`config.mk`:
```
export PLATFORM = sky130hd
export DESIGN_NAME = gbgc_queue
export DESIGN_NICKNAME = d
export VERILOG_FILES = /design/src/rtl/gbgc_pkg.sv /design/src/rtl/gbgc_queue.sv
export SDC_FILE = /design/constraint.sdc
export NUM_CORES = 1
export LEC_CHECK = 0
export CORE_ASPECT_RATIO = 1.1
export CORE_MARGIN = 2
export CORE_UTILIZATION = 50
export CTS_BUF_LIST = sky130_fd_sc_hd__clkbuf_2 sky130_fd_sc_hd__clkbuf_4 sky130_fd_sc_hd__clkbuf_8
export CTS_CLUSTER_DIAMETER = 40
export DETAILED_ROUTE_END_ITERATION = 7
export DONT_BUFFER_PORTS = 1
export HOLD_SLACK_MARGIN = 0.05
export PLACE_DENSITY = 0.72
export SYNTH_ARGS = -nofsm -noshare
export SYNTH_HDL_FRONTEND = slang
export SYNTH_SLANG_ARGS = --single-unit
```
`constraint.sdc`:
```
create_clock -name clk_i -period 15.5 [get_ports clk_i]
set_clock_uncertainty 0.1 [all_clocks]
set_input_delay 3.1 -clock clk_i [delete_from_list [all_inputs] [get_ports clk_i]]
set_output_delay 3.1 -clock clk_i [all_outputs]
set_load 0.02 [all_outputs]
```
`src/rtl/gbgc_pkg.sv`:
```
// ----------------------------------------------------------------------------
// gbgc_pkg
// Types, constants and helper functions shared by the ground classifier.
// ----------------------------------------------------------------------------
`default_nettype none

package gbgc_pkg;

  localparam int DEF_GRID_ROWS = 128;
  localparam int DEF_GRID_COLS = 128;

  // Quotient bits of (offset << 16) / spacing: 32 cell bits and 16 residual bits.
  localparam int DIV_STEPS   = 48;
  localparam int ADDR_MAX_W  = 22;
  localparam int QUEUE_DEPTH = 4;
  localparam int QPTR_W      = 2;
  localparam int QCNT_W      = 3;

  typedef enum logic [2:0] {
    REG_ORIGIN_X     = 3'd0,
    REG_ORIGIN_Y     = 3'd1,
    REG_ROW_SPACING  = 3'd2,
    REG_COL_SPACING  = 3'd3,
    REG_TOLERANCE    = 3'd4
  } gbgc_reg_e;

  typedef enum logic {
    MODE_WRITE    = 1'b0,
    MODE_CLASSIFY = 1'b1
  } gbgc_mode_e;

  typedef struct packed {
    logic signed [31:0] origin_x;
    logic signed [31:0] origin_y;
    logic        [23:0] row_spacing;
    logic        [23:0] col_spacing;
    logic        [23:0] tolerance;
  } gbgc_cfg_t;

  typedef struct packed {
    logic               mode;
    logic        [6:0]  cell_row;
    logic        [6:0]  cell_col;
    logic signed [23:0] cell_height;
    logic signed [31:0] point_x;
    logic signed [31:0] point_y;
    logic signed [23:0] point_z;
  } gbgc_in_t;

  typedef struct packed {
    logic [23:0] rem;
    logic [47:0] work;
  } gbgc_div_t;

  typedef struct packed {
    logic               is_write;
    logic               neg;
    logic        [6:0]  cell_row;
    logic        [6:0]  cell_col;
    logic signed [23:0] height;
    logic signed [23:0] pz;
    gbgc_div_t          xd;
    gbgc_div_t          yd;
  } gbgc_fst_t;

  typedef struct packed {
    logic                             is_write;
    logic                             wr_en;
    logic                             outside;
    logic [1:0]                       wbank;
    logic                             par_r;
    logic                             par_c;
    logic [3:0][ADDR_MAX_W-1:0]       addr;
    logic [15:0]                      rx;
    logic [15:0]                      ry;
    logic signed [23:0]               pz;
    logic signed [23:0]               height;
  } gbgc_cmd_t;

  // One restoring division step: shifts in the next dividend bit, emits a quotient bit.
  function automatic gbgc_div_t gbgc_div_step(gbgc_div_t d, logic [23:0] dv);
    logic [24:0] t;
    gbgc_div_t   r;
    t = {d.rem, d.work[47]};
    if (t >= {1'b0, dv}) begin
      r.rem  = 24'(t - {1'b0, dv});
      r.work = {d.work[46:0], 1'b1};
    end else begin
      r.rem  = t[23:0];
      r.work = {d.work[46:0], 1'b0};
    end
    return r;
  endfunction

endpackage

`default_nettype wire

```
`src/rtl/gbgc_queue.sv`:
```
// ----------------------------------------------------------------------------
// gbgc_queue
// Short command queue that decouples the front end from the back end.
// ----------------------------------------------------------------------------
`default_nettype none

module gbgc_queue (
  input  wire                  clk_i,
  input  wire                  rst_ni,
  input  wire                  push_i,
  input  gbgc_pkg::gbgc_cmd_t  push_cmd_i,
  output logic                 full_o,
  input  wire                  pop_i,
  output logic                 empty_o,
  output gbgc_pkg::gbgc_cmd_t  pop_cmd_o
);

  gbgc_pkg::gbgc_cmd_t              buf_q [gbgc_pkg::QUEUE_DEPTH];
  logic [gbgc_pkg::QPTR_W-1:0]      wp_q, rp_q;
  logic [gbgc_pkg::QCNT_W-1:0]      cnt_q, cnt_d;

  assign full_o    = (cnt_q == gbgc_pkg::QCNT_W'(gbgc_pkg::QUEUE_DEPTH));
  assign empty_o   = (cnt_q == '0);
  assign pop_cmd_o = buf_q[rp_q];

  always_comb begin
    cnt_d = cnt_q;
    if (push_i && !pop_i) begin
      cnt_d = cnt_q + 1'b1;
    end else if (pop_i && !push_i) begin
      cnt_d = cnt_q - 1'b1;
    end
  end

  always_ff @(posedge clk_i or negedge rst_ni) begin
    if (!rst_ni) begin
      wp_q  <= '0;
      rp_q  <= '0;
      cnt_q <= '0;
    end else begin
      cnt_q <= cnt_d;
      if (push_i) begin
        wp_q <= wp_q + 1'b1;
      end
      if (pop_i) begin
        rp_q <= rp_q + 1'b1;
      end
    end
  end

  always_ff @(posedge clk_i) begin
    if (push_i) begin
      buf_q[wp_q] <= push_cmd_i;
    end
  end

  a_no_overflow: assert property (@(posedge clk_i) disable iff (!rst_ni)
    push_i |-> (!full_o || pop_i))
    else $error("queue pushed while full");

  a_no_underflow: assert property (@(posedge clk_i) disable iff (!rst_ni)
    pop_i |-> !empty_o)
    else $error("queue popped while empty");

  a_count_bound: assert property (@(posedge clk_i) disable iff (!rst_ni)
    cnt_q <= gbgc_pkg::QCNT_W'(gbgc_pkg::QUEUE_DEPTH))
    else $error("queue count out of range");

  a_count_track: assert property (@(posedge clk_i) disable iff (!rst_ni)
    (push_i && !pop_i) |=> (cnt_q == $past(cnt_q) + 1'b1))
    else $error("queue count lost a push");

endmodule

`default_nettype wire

```
==> flow_metrics.py, run 1 <==
metrics = {
    "final_layout": {
        "antenna_cells": 0,
        "post_route_cells_drive_above_1_share_pct": 32.9,
        "fin_cells": 1785,
        "multi_input_logic_area_sq_um": 4150,
        "final_area_sq_um": 28400,
        "seq_area_sq_um": 21200,
        "fill_cells": 3612,
        "finish.net_count": 1218,
        "syn_to_final_growth_pct": 10.8,
    },
    "sta": {
        "hold_viol_final": 0,
        "setup_viol": 0,
        "layout_min_cycle_time_ns": 7.10,
        "final-max-slew-violation-count": 0,
        "final.period_utilization_pct": 45.8,
        "slew-limit-headroom_pct": 30.5,
        "fmax_ghz": 0.141,
        "worst-slew-pin-transition_ns": 1.04,
        "setup_repair_after_global_routing_missed_its_margin": "false",
        "totalNegativeSetupSlack_ns": 0,
    },
    "die": {
        "io_pins": 356,
        "die-height_um": 242,
        "placement_rows": 87,
        "initial_core_util_pct": 50.3,
        "floorplan.core_area_sq_um": 50900,
        "die_x_um": 220,
        "die_area_sq_um": 53100,
    },
    "pwr": {
        "worst_ir_drop_vdd_uv": 163,
        "total_leakage_power_uw": 0.00893,
        "p_total_uw": 5640,
        "power.density_nw_per_um2": 198,
    },
    "logic_synthesis": {
        "synth_sequential_area_ratio_pct": 82.6,
        "synth_top_cells_by_area": "sky130_fd_sc_hd__edfxtp_1 (82%), sky130_fd_sc_hd__mux4_2 (15%), sky130_fd_sc_hd__buf_6 (0.70%)",
        "post_synth_top_area_cell": "sky130_fd_sc_hd__edfxtp_1",
        "yosys_warnings": 0,
        "synth.net_count": 1134,
        "yosys.area.top_type_share_pct": 82.0,
        "syn_area_sq_um": 25600,
        "synth.lib_cells_used.distinct": 18,
        "synth_cells": 949,
        "postSynthAreaPerCell_sq_um": 27.0,
        "yosys_register_bits": 707,
    },
    "placement": {
        "gp_routability_congestion": 0.801,
        "placement.cell_area_sq_um": 26300,
        "dpl.hpwl_um": 28300,
        "numPlacedInstances": 1588,
        "port_buffers": 0,
    },
    "global_routing": {
        "first_global_vias": 11056,
        "grt_util_met3_pct": 7.30,
        "grt_most_used_layer": "met2",
        "grtUsageMet1_pct": 21.5,
        "grt_max_degree": 105,
        "grt_use_met2_pct": 29.2,
        "grt_first_pass_wirelength_um": 69800,
        "antenna_found_initial": 0,
        "grt_usage_pct": 18.0,
        "overflow": 0,
    },
    "clock_network": {
        "tritoncts": "done",
        "hold_buffers": 0,
        "clock-sinks": 707,
        "clockBufferDepth": 3,
        "cts_resized": 0,
        "ctsRootBufferMaster": "sky130_fd_sc_hd__clkbuf_8",
        "clock_buffer_count_from_cts": 110,
        "cts-htree-levels": 3,
        "clk_transition_reported_paths_ns": 0.06,
        "postCtsSetupRepairBufs": 0,
        "clock_insertion_delay_worst_skew_ns": 0.67,
    },
    "min_path": {
        "worstHoldPathCells": 1,
        "hold-path-endpoint": "cnt_q[2]$_DFFE_PN0P_",
        "hold_path_class": "reg2reg",
        "hold_path_startpoint": "cnt_q[2]$_DFFE_PN0P_",
    },
    "setup_path": {
        "cp-start-kind": "register",
        "timing.critical_path.required_ns": 12.30,
        "worst_ep_arrival_time_ns": 3.90,
        "r2r.worst_path.cells": 4,
        "critical_path.reg2reg.endpoint": "buf_q[1][99]$_DFFE_PP_",
        "critical_path.max_fanout": 70,
        "setup_crit_path_kind": "reg2out",
        "rr_startpoint": "wp_q[1]$_DFFE_PN0P_",
        "r2r_slack_ns": 12.72,
        "critical_path.endpoint_type": "primary output",
    },
    "drt": {
        "drt-wirelength-per-cell_um": 26.4,
        "final_antenna_net_count": 0,
        "firstDrtPassIters": 5,
        "vias_per_cell": 5.74,
        "drc": 0,
        "first_iter_violations": 775,
        "via_count": 10248,
        "finalWirelength_um": 47100,
    },
    "run": {
        "maxCapViolCount": 0,
    },
    "run_status": {
        "status": "complete, no violations",
    },
}
-- synthesized netlist by cell type --
cell and instances:
sky130_fd_sc_hd__and2_1 4, sky130_fd_sc_hd__mux2_2 1, sky130_fd_sc_hd__dfrtp_1 7, sky130_fd_sc_hd__xnor2_1 2
sky130_fd_sc_hd__nor2_1 1, sky130_fd_sc_hd__clkbuf_1 4, sky130_fd_sc_hd__inv_1 4, sky130_fd_sc_hd__nand2_1 2
sky130_fd_sc_hd__mux4_2 175, sky130_fd_sc_hd__ha_1 5, sky130_fd_sc_hd__fa_1 1, sky130_fd_sc_hd__xor2_1 4
sky130_fd_sc_hd__buf_6 16, sky130_fd_sc_hd__nor3_1 1, sky130_fd_sc_hd__edfxtp_1 700, sky130_fd_sc_hd__buf_2 20
sky130_fd_sc_hd__o21ai_0 1, sky130_fd_sc_hd__nor3b_1 1
-- final cells by class --
class | count | share of cell area (%)
sequential | 707 | 74.6
multi-input combinational | 198 | 14.6
clock buffer | 146 | 6.30
tap | 667 | 2.94
clock inverter | 51 | 1.16
timing repair buffer | 12 | 0.361
inverter | 4 | 0.0528
-- cell usage in the layout (no fill, tap or decap) --
cell	count
sky130_fd_sc_hd__and2_4	4
sky130_fd_sc_hd__buf_12	1
sky130_fd_sc_hd__buf_4	11
sky130_fd_sc_hd__bufinv_16	1
sky130_fd_sc_hd__clkbuf_4	35
sky130_fd_sc_hd__clkbuf_8	111
sky130_fd_sc_hd__clkinv_1	23
sky130_fd_sc_hd__clkinv_2	13
sky130_fd_sc_hd__clkinv_4	2
sky130_fd_sc_hd__clkinv_8	3
sky130_fd_sc_hd__clkinvlp_4	3
sky130_fd_sc_hd__dfrtp_1	5
sky130_fd_sc_hd__dfrtp_4	2
sky130_fd_sc_hd__edfxtp_1	700
sky130_fd_sc_hd__fa_1	1
sky130_fd_sc_hd__ha_1	5
sky130_fd_sc_hd__inv_1	4
sky130_fd_sc_hd__inv_12	1
sky130_fd_sc_hd__inv_6	5
sky130_fd_sc_hd__mux2_2	1
sky130_fd_sc_hd__mux4_2	175
sky130_fd_sc_hd__nand2_1	2
sky130_fd_sc_hd__nor2_1	1
sky130_fd_sc_hd__nor3_1	1
sky130_fd_sc_hd__nor3b_1	1
sky130_fd_sc_hd__o21ai_0	1
sky130_fd_sc_hd__xnor2_1	2
sky130_fd_sc_hd__xor2_1	4
-- critical path, stage by stage, from the launching register on --
cell,delay [ns]
sky130_fd_sc_hd__dfrtp_4,0.89
sky130_fd_sc_hd__buf_4,0.81
sky130_fd_sc_hd__buf_4,0.84
sky130_fd_sc_hd__mux4_2,0.53
-- sequential cells by signal (all words and copies together), names as in the netlist --
name,count
buf_q,700
cnt_q,3
rp_q,2
wp_q,2
-- cells by family (layout without fill, tap and decap cells) --
family,count (synthesis),in the layout,share of synthesized area [%]
flip-flops,707,707,82.6
adder cells (fa/ha/maj),6,6,0.322
multiplexers,176,176,15.4
XOR/XNOR,6,6,0.205
AO/OA/AOI/OAI,1,1,0.0195
AND/OR/NAND/NOR,9,9,0.190
buffers and inverters,44,213,1.21
-- worst max-delay path by stage --
stage | end | from | cells after the start | slack [ns]
global route | pop_cmd_o[73] | rp_q[1]$_DFFE_PN0P_ | 3 | 8.16
finish | pop_cmd_o[73] | rp_q[1]$_DFFE_PN0P_ | 3 | 8.40
CTS | pop_cmd_o[73] | rp_q[1]$_DFFE_PN0P_ | 3 | 8.23
floorplan | buf_q[1][0]$_DFFE_PP_ | push_i | 1 | 7.76
detailed placement | pop_cmd_o[73] | rp_q[1]$_DFFE_PN0P_ | 3 | 9.00
global placement | pop_cmd_o[45] | rp_q[1]$_DFFE_PN0P_ | 3 | 9.06
-- per-layer routing --
metal  routed length [um]  vias up
met2                24100      417
met1                16900     5456
met5                    0        -
li1                     -     4309
met4                 1180        0
met3                 4870       66
-- through the flow --
stage	setup slack, ns	util, %	hold WS, ns
2_1_floorplan	7.76	-	0.356
3_3_place_gp	9.06	51.6	0.370
3_5_place_dp	9.00	51.6	0.383
4_1_cts	8.23	55.8	0.400
5_1_grt	8.16	55.8	0.414
6_report	8.40	55.8	0.404
-- power breakdown --
group / total [uW] / internal [uW] / switching (uW)
registers: 2630 / 2510 / 127
logic: 1540 / 525 / 1010
clock network: 1470 / 777 / 688
Note: power is estimated with default switching activity, not from simulation.
==> run 2, diff against run 1 <==
==> constraint.sdc (replaced) <==
create_clock -name clk_i -period 7.1 [get_ports clk_i]
set_clock_uncertainty 0.1 [all_clocks]
set_input_delay 1.42 -clock clk_i [delete_from_list [all_inputs] [get_ports clk_i]]
set_output_delay 1.42 -clock clk_i [all_outputs]
set_load 0.02 [all_outputs]
==> run 2 against run 1 <==
  * Critical path depth decreased by 1
  * Cell count increased by 0.22%
  * Via count decreased by 1.0%
  * Clock power increased by 120%
  * Core utilization increased by 0.23 points
  * First-iteration DRC count decreased by 23%
  * Register-to-register slack got worse by 8.4 ns
  * Non-clock buffer count increased by 1
  * Critical path type unchanged
  * Critical endpoint is now pop_cmd_o[78]
  * Largest power group unchanged
  * Highest routed layer unchanged
==> flow_metrics.py, run 2 (synthesized netlist as in run 1, its figures left out) <==
metrics = {
    "die": {
        "placement_rows": 87,
        "initial_core_util_pct": 50.3,
        "io_pins": 356,
        "die_area_sq_um": 53100,
        "die_x_um": 220,
        "die-height_um": 242,
        "floorplan.core_area_sq_um": 50900,
    },
    "setup_path": {
        "setup_crit_path_kind": "reg2out",
        "critical_path.max_fanout": 83,
        "worst_ep_arrival_time_ns": 3.06,
        "critical_path.endpoint_type": "primary output",
        "cp-start-kind": "register",
        "timing.critical_path.required_ns": 5.58,
    },
    "final_layout": {
        "finish.net_count": 1219,
        "max_ffs_per_register": 700,
        "syn_to_final_growth_pct": 11.3,
        "fill_cells": 3648,
        "final_area_sq_um": 28500,
        "layout_top_registers": "buf_q (700), cnt_q (3)",
        "antenna_cells": 0,
        "multi_input_logic_area_sq_um": 4150,
        "layout_commonest_cell": "sky130_fd_sc_hd__edfxtp_1",
        "final_cell_mix": "sky130_fd_sc_hd__edfxtp_1 (700), sky130_fd_sc_hd__mux4_2 (175), sky130_fd_sc_hd__clkbuf_8 (112)",
        "seq_area_sq_um": 21200,
        "fin_cells": 1789,
        "regMostFlops": "buf_q",
        "post_route_cells_drive_above_1_share_pct": 33.1,
    },
    "global_routing": {
        "grt_usage_pct": 17.7,
        "grt_max_degree": 95,
        "antenna_found_initial": 0,
        "overflow": 0,
        "grt_first_pass_wirelength_um": 68800,
        "first_global_vias": 10919,
    },
    "sta": {
        "hold_viol_final": 0,
        "slew-limit-headroom_pct": 34.0,
        "fmax_ghz": 0.218,
        "layout_min_cycle_time_ns": 4.58,
        "final-max-slew-violation-count": 0,
        "final.period_utilization_pct": 64.5,
        "setup_viol": 0,
        "setup_repair_after_global_routing_missed_its_margin": "false",
        "worst-slew-pin-transition_ns": 0.990,
        "totalNegativeSetupSlack_ns": 0,
    },
    "clock_network": {
        "cts_resized": 0,
        "postCtsSetupRepairBufs": 0,
        "clk_transition_reported_paths_ns": 0.06,
        "clock_buffer_count_from_cts": 110,
        "tritoncts": "done",
        "hold_buffers": 0,
        "cts-htree-levels": 3,
        "clock-sinks": 707,
        "ctsRootBufferMaster": "sky130_fd_sc_hd__clkbuf_8",
        "clock_insertion_delay_worst_skew_ns": 0.69,
        "clockBufferDepth": 3,
    },
    "placement": {
        "port_buffers": 0,
        "gp_routability_congestion": 0.785,
        "numPlacedInstances": 1589,
        "dpl.hpwl_um": 27500,
        "placement.cell_area_sq_um": 26400,
    },
    "pwr": {
        "p_total_uw": 12400,
        "total_leakage_power_uw": 0.00895,
        "power.density_nw_per_um2": 434,
        "worst_ir_drop_vdd_uv": 454,
    },
    "drt": {
        "firstDrtPassIters": 5,
        "drc": 0,
        "first_iter_violations": 595,
        "vias_per_cell": 5.67,
        "finalWirelength_um": 46400,
        "final_antenna_net_count": 0,
        "via_count": 10144,
        "drt-wirelength-per-cell_um": 25.9,
    },
    "run_status": {
        "status": "complete, no violations",
    },
    "min_path": {
        "hold_path_class": "in2async",
    },
    "run": {
        "maxCapViolCount": 0,
    },
}
==> run 2: cell types whose count changed in the layout (fill, tap and decap cells not counted) <==
cell and delta:
sky130_fd_sc_hd__clkbuf_4 +8, sky130_fd_sc_hd__bufinv_16 +2, sky130_fd_sc_hd__clkinv_4 -2, sky130_fd_sc_hd__inv_6 -3, sky130_fd_sc_hd__inv_12 -1, sky130_fd_sc_hd__clkinv_8 -3
sky130_fd_sc_hd__clkinv_1 +1, sky130_fd_sc_hd__clkbuf_8 +1, sky130_fd_sc_hd__buf_4 -4, sky130_fd_sc_hd__buf_12 +5, sky130_fd_sc_hd__clkinv_2 -7, sky130_fd_sc_hd__clkinvlp_4 +7
==> run 2: path summary, 6_finish.rpt <==
path                                      start                endpoint  slack (ns)  cells after the start
max                         rp_q[0]$_DFFE_PN0P_           pop_cmd_o[78]        2.52                      2
min                                      rst_ni    cnt_q[1]$_DFFE_PN0P_        0.31                      0
max reg2reg                 wp_q[0]$_DFFE_PN0P_  buf_q[2][20]$_DFFE_PP_        4.32                      4
min reg2reg                cnt_q[2]$_DFFE_PN0P_    cnt_q[2]$_DFFE_PN0P_        0.40                      1
max in group asynchronous                rst_ni     rp_q[0]$_DFFE_PN0P_        6.51                      0
min in group clk_i         cnt_q[2]$_DFFE_PN0P_    cnt_q[2]$_DFFE_PN0P_        0.40                      1
==> run 2: through the flow <==
stage / utilization (%) / worst slack, ns / hold slack [ns]
after floorplan: - / 1.04 / 0.356
after global placement: 51.8 / 3.18 / 0.379
after detailed placement: 51.8 / 3.18 / 0.396
after CTS: 56.0 / 2.36 / 0.208
after global routing: 56.0 / 2.25 / 0.238
final: 56.0 / 2.52 / 0.310
==> run 2: where the power goes <==
part	switching (uW)	total [uW]	leakage, uW	internal [uW]
Combinational	2190	3360	0.00132	1170
Clock	1470	3270	0.00112	1800
Sequential	281	5740	0.00651	5460
==> run 2: cell type report <==
type / count / area share, %
sequential: 707 / 74.3
multi-input combinational: 198 / 14.5
timing repair buffer: 13 / 0.605
inverter: 4 / 0.0526
tap: 667 / 2.92
clock buffer: 155 / 6.53
clock inverter: 45 / 1.06
==> run 2: critical path: stages (launching register included) <==
cell and delay [ns]:
sky130_fd_sc_hd__dfrtp_4 0.94, sky130_fd_sc_hd__buf_12 0.54, sky130_fd_sc_hd__mux4_2 0.70
==> run 2: layer usage <==
metal,share of wire (%),global-route usage (%),vias to the layer above
met5,0,0,-
met4,2.2,6.44,0
met3,11,8.44,61
met2,51,28.3,359
met1,36,20.9,5416
li1,-,-,4308
==> run 3, diff against run 2 <==
--- a/config.mk
+++ b/config.mk
@@ -5,6 +5,7 @@
 export SDC_FILE = /design/constraint.sdc
 export NUM_CORES = 1
 export LEC_CHECK = 0
+export ABC_AREA = 1
 export CORE_ASPECT_RATIO = 1.1
 export CORE_MARGIN = 2
 export CORE_UTILIZATION = 50
==> constraint.sdc (replaced) <==
create_clock -name clk_i -period 4.32 [get_ports clk_i]
set_clock_uncertainty 0.1 [all_clocks]
set_input_delay 0.864 -clock clk_i [delete_from_list [all_inputs] [get_ports clk_i]]
set_output_delay 0.864 -clock clk_i [all_outputs]
set_load 0.02 [all_outputs]
==> run 3 against run 2 <==
  * Critical path type unchanged
  * Clock power increased by 67%
  * Largest power group unchanged
  * Total power increased by 79%
  * Worst hold slack got worse by 0.15 ns
  * Sequential power increased by 63%
==> flow_metrics.py, run 3 <==
metrics = {
    "clock_network": {
        "clock_insertion_delay_worst_skew_ns": 0.68,
        "cts_resized": 0,
        "tritoncts": "done",
        "clock_buffer_count_from_cts": 111,
        "clockBufferDepth": 3,
        "cts-htree-levels": 3,
        "clock-sinks": 707,
        "ctsRootBufferMaster": "sky130_fd_sc_hd__clkbuf_8",
        "clk_transition_reported_paths_ns": 0.06,
        "postCtsSetupRepairBufs": 0,
    },
    "logic_synthesis": {
        "ys_dominant_reg_cell": "sky130_fd_sc_hd__edfxtp_1",
        "synth_top_cells_by_area": "sky130_fd_sc_hd__edfxtp_1 (74%), sky130_fd_sc_hd__o211ai_1 (9.2%), sky130_fd_sc_hd__nand2_1 (7.1%)",
        "synthMostInstantiatedCell": "sky130_fd_sc_hd__edfxtp_1",
        "postSynth.asyncResetShare_pct": 0.990,
        "synth-edff-count": 700,
        "yosys_register_bits": 707,
        "synth.lib_cells_used.distinct": 19,
        "synth.net_count": 2275,
        "yosys_warnings": 0,
        "synth_cells": 2090,
        "syn_area_sq_um": 28500,
        "synth_common_cells": "sky130_fd_sc_hd__edfxtp_1 (700), sky130_fd_sc_hd__nand2_1 (538), sky130_fd_sc_hd__inv_1 (361)",
        "postSynthAreaPerCell_sq_um": 13.6,
        "synth_sequential_area_ratio_pct": 74.4,
        "yosys.area.top_type_share_pct": 73.8,
        "post_synth_top_area_cell": "sky130_fd_sc_hd__edfxtp_1",
    },
    "pwr": {
        "total_leakage_power_uw": 0.0117,
        "p_total_uw": 22100,
        "worst_ir_drop_vdd_uv": 474,
        "power.density_nw_per_um2": 716,
    },
    "drt": {
        "first_iter_violations": 1087,
        "drc": 0,
        "drt-wirelength-per-cell_um": 19.6,
        "firstDrtPassIters": 5,
        "finalWirelength_um": 57600,
        "via_count": 15552,
        "final_antenna_net_count": 0,
        "vias_per_cell": 5.29,
    },
    "final_layout": {
        "post_route_cells_drive_above_1_share_pct": 9.51,
        "layout_commonest_cell": "sky130_fd_sc_hd__edfxtp_1",
        "final_cell_mix": "sky130_fd_sc_hd__edfxtp_1 (700), sky130_fd_sc_hd__nand2_1 (538), sky130_fd_sc_hd__inv_1 (357)",
        "max_ffs_per_register": 700,
        "regMostFlops": "buf_q",
        "layout_top_registers": "buf_q (700), cnt_q (3)",
        "syn_to_final_growth_pct": 8.48,
        "finish.net_count": 2303,
    },
    "setup_path": {
        "worstPathBufferInverterCount": 2,
        "cp-start-kind": "register",
        "critical-path-slowest-cell": "sky130_fd_sc_hd__buf_4",
        "worst_path_dominant_cell_family": "buffers and inverters",
        "critical_path.endpoint_type": "primary output",
        "setup_crit_path_kind": "reg2out",
        "critical_path.max_fanout": 48,
        "crit_path_max_incr_delay_ns": 0.53,
        "timing.critical_path.cells": "inv_6 -> buf_4 -> o211ai_1 -> nand2_1",
        "worst_ep_arrival_time_ns": 2.54,
        "timing.critical_path.required_ns": 3.36,
    },
    "die": {
        "io_pins": 356,
        "die-height_um": 254,
        "placement_rows": 91,
        "initial_core_util_pct": 50.6,
        "floorplan.core_area_sq_um": 56200,
        "die_x_um": 232,
        "die_area_sq_um": 58900,
    },
    "global_routing": {
        "first_global_vias": 15761,
        "grt_first_pass_wirelength_um": 86800,
        "antenna_found_initial": 3,
        "overflow": 0,
        "grt_max_degree": 127,
        "grt_usage_pct": 19.3,
    },
    "min_path": {
        "hold_path_class": "in2reg",
    },
    "sta": {
        "worst-slew-pin-transition_ns": 0.968,
        "final.period_utilization_pct": 81.0,
        "totalNegativeSetupSlack_ns": 0,
        "hold_viol_final": 0,
        "setup_viol": 0,
        "final_critical_path_setup_slack_ns": 0.819,
        "final-max-slew-violation-count": 0,
        "layout_min_cycle_time_ns": 3.50,
        "setup_repair_after_global_routing_missed_its_margin": "false",
        "slew-limit-headroom_pct": 35.5,
        "fmax_ghz": 0.286,
    },
    "run_status": {
        "status": "complete, no violations",
    },
    "run": {
        "maxCapViolCount": 0,
    },
    "placement": {
        "post-place-ws_ns": 1.50,
        "port_buffers": 0,
        "dpl.hpwl_um": 34700,
        "gp_routability_congestion": 0.804,
    },
}
## run 3: cell count changes in the layout (fill, tap and decap cells not counted), sizes merged, moves of 3 or more
cell      delta
nand2      +536
inv        +354
clkbuf       -4
clkinvlp     -4
clkinv       +3
and2         -4
mux4       -175
buf         +19
o211ai     +350
## run 3: worst paths after layout
path,slack [ns],depth (start not counted),from,end
worst max-delay path,0.82,4,rp_q[1]$_DFFE_PN0P_,pop_cmd_o[140]
max in group asynchronous,3.26,1,rst_ni,rp_q[0]$_DFFE_PN0P_
worst min register to register,0.43,2,cnt_q[2]$_DFFE_PN0P_,cnt_q[2]$_DFFE_PN0P_
worst max register to register,2.21,5,wp_q[0]$_DFFE_PN0P_,buf_q[0][42]$_DFFE_PP_
min in group asynchronous,0.48,1,rst_ni,rp_q[1]$_DFFE_PN0P_
worst min-delay path,0.16,1,pop_i,rp_q[0]$_DFFE_PN0P_
## run 3: logic make-up after synthesis
group / count (synthesis) / share of synthesized area (%)
simple gates: 542 / 7.16
buf+inv: 480 / 8.78
flops: 707 / 74.4
fa+ha+maj: 6 / 0.290
compound gates: 351 / 9.24
xor+xnor: 4 / 0.123
## run 3: worst reg2reg max path, cell delays in order (launching register included)
cell and delay (ns):
sky130_fd_sc_hd__dfrtp_1 0.43, sky130_fd_sc_hd__inv_1 0.10, sky130_fd_sc_hd__ha_1 0.14, sky130_fd_sc_hd__nand2_1 0.08, sky130_fd_sc_hd__clkinvlp_4 0.10, sky130_fd_sc_hd__buf_4 0.69
## run 3: per-layer routing
layer,wire length (um),vias up,share of wire (%),GRT usage (%)
met5,13,-,0.023,0
met4,1760,2,3.1,8.75
met3,5530,116,9.6,7.55
met2,29100,498,51,33.1
met1,21200,7580,37,21.4
li1,-,7356,-,-
## run 3: cell type report
type	count	area, sq um
antenna	1	2.50
clock buffer	151	1850
fill	4419	25300
tap	744	931
timing repair buffer	33	425
multi-input combinational	903	4790
clock inverter	41	323
inverter	362	1380
sequential	707	21200
## run 3: power breakdown
group	total (uW)	switching, uW	internal, uW
Clock	5470	2470	3000
Combinational	7310	5700	1620
Sequential	9340	358	8990
## run 3: metrics by stage
| step | hold slack (ns) | cells | instance area [sq um] | utilization (%) |
|---|---|---|---|---|
| 5_1_grt | 0.0904 | 2942 | 30900 | 54.9 |
| 3_3_place_gp | 0.380 | 2748 | 28700 | 51.1 |
| 2_1_floorplan | 0.363 | 2090 | 28500 | - |
| 4_1_cts | 0.0539 | 2941 | 30900 | 54.9 |
| 6_report | 0.161 | 2942 | 30900 | 54.9 |
| 3_5_place_dp | 0.428 | 2748 | 28700 | 51.1 |
## run 3: repair_timing
item                                    in CTS  in global routing
hold endpoints to repair                     7                  0
endpoints found under the setup margin       0                  0
hold buffers                                 1                  0
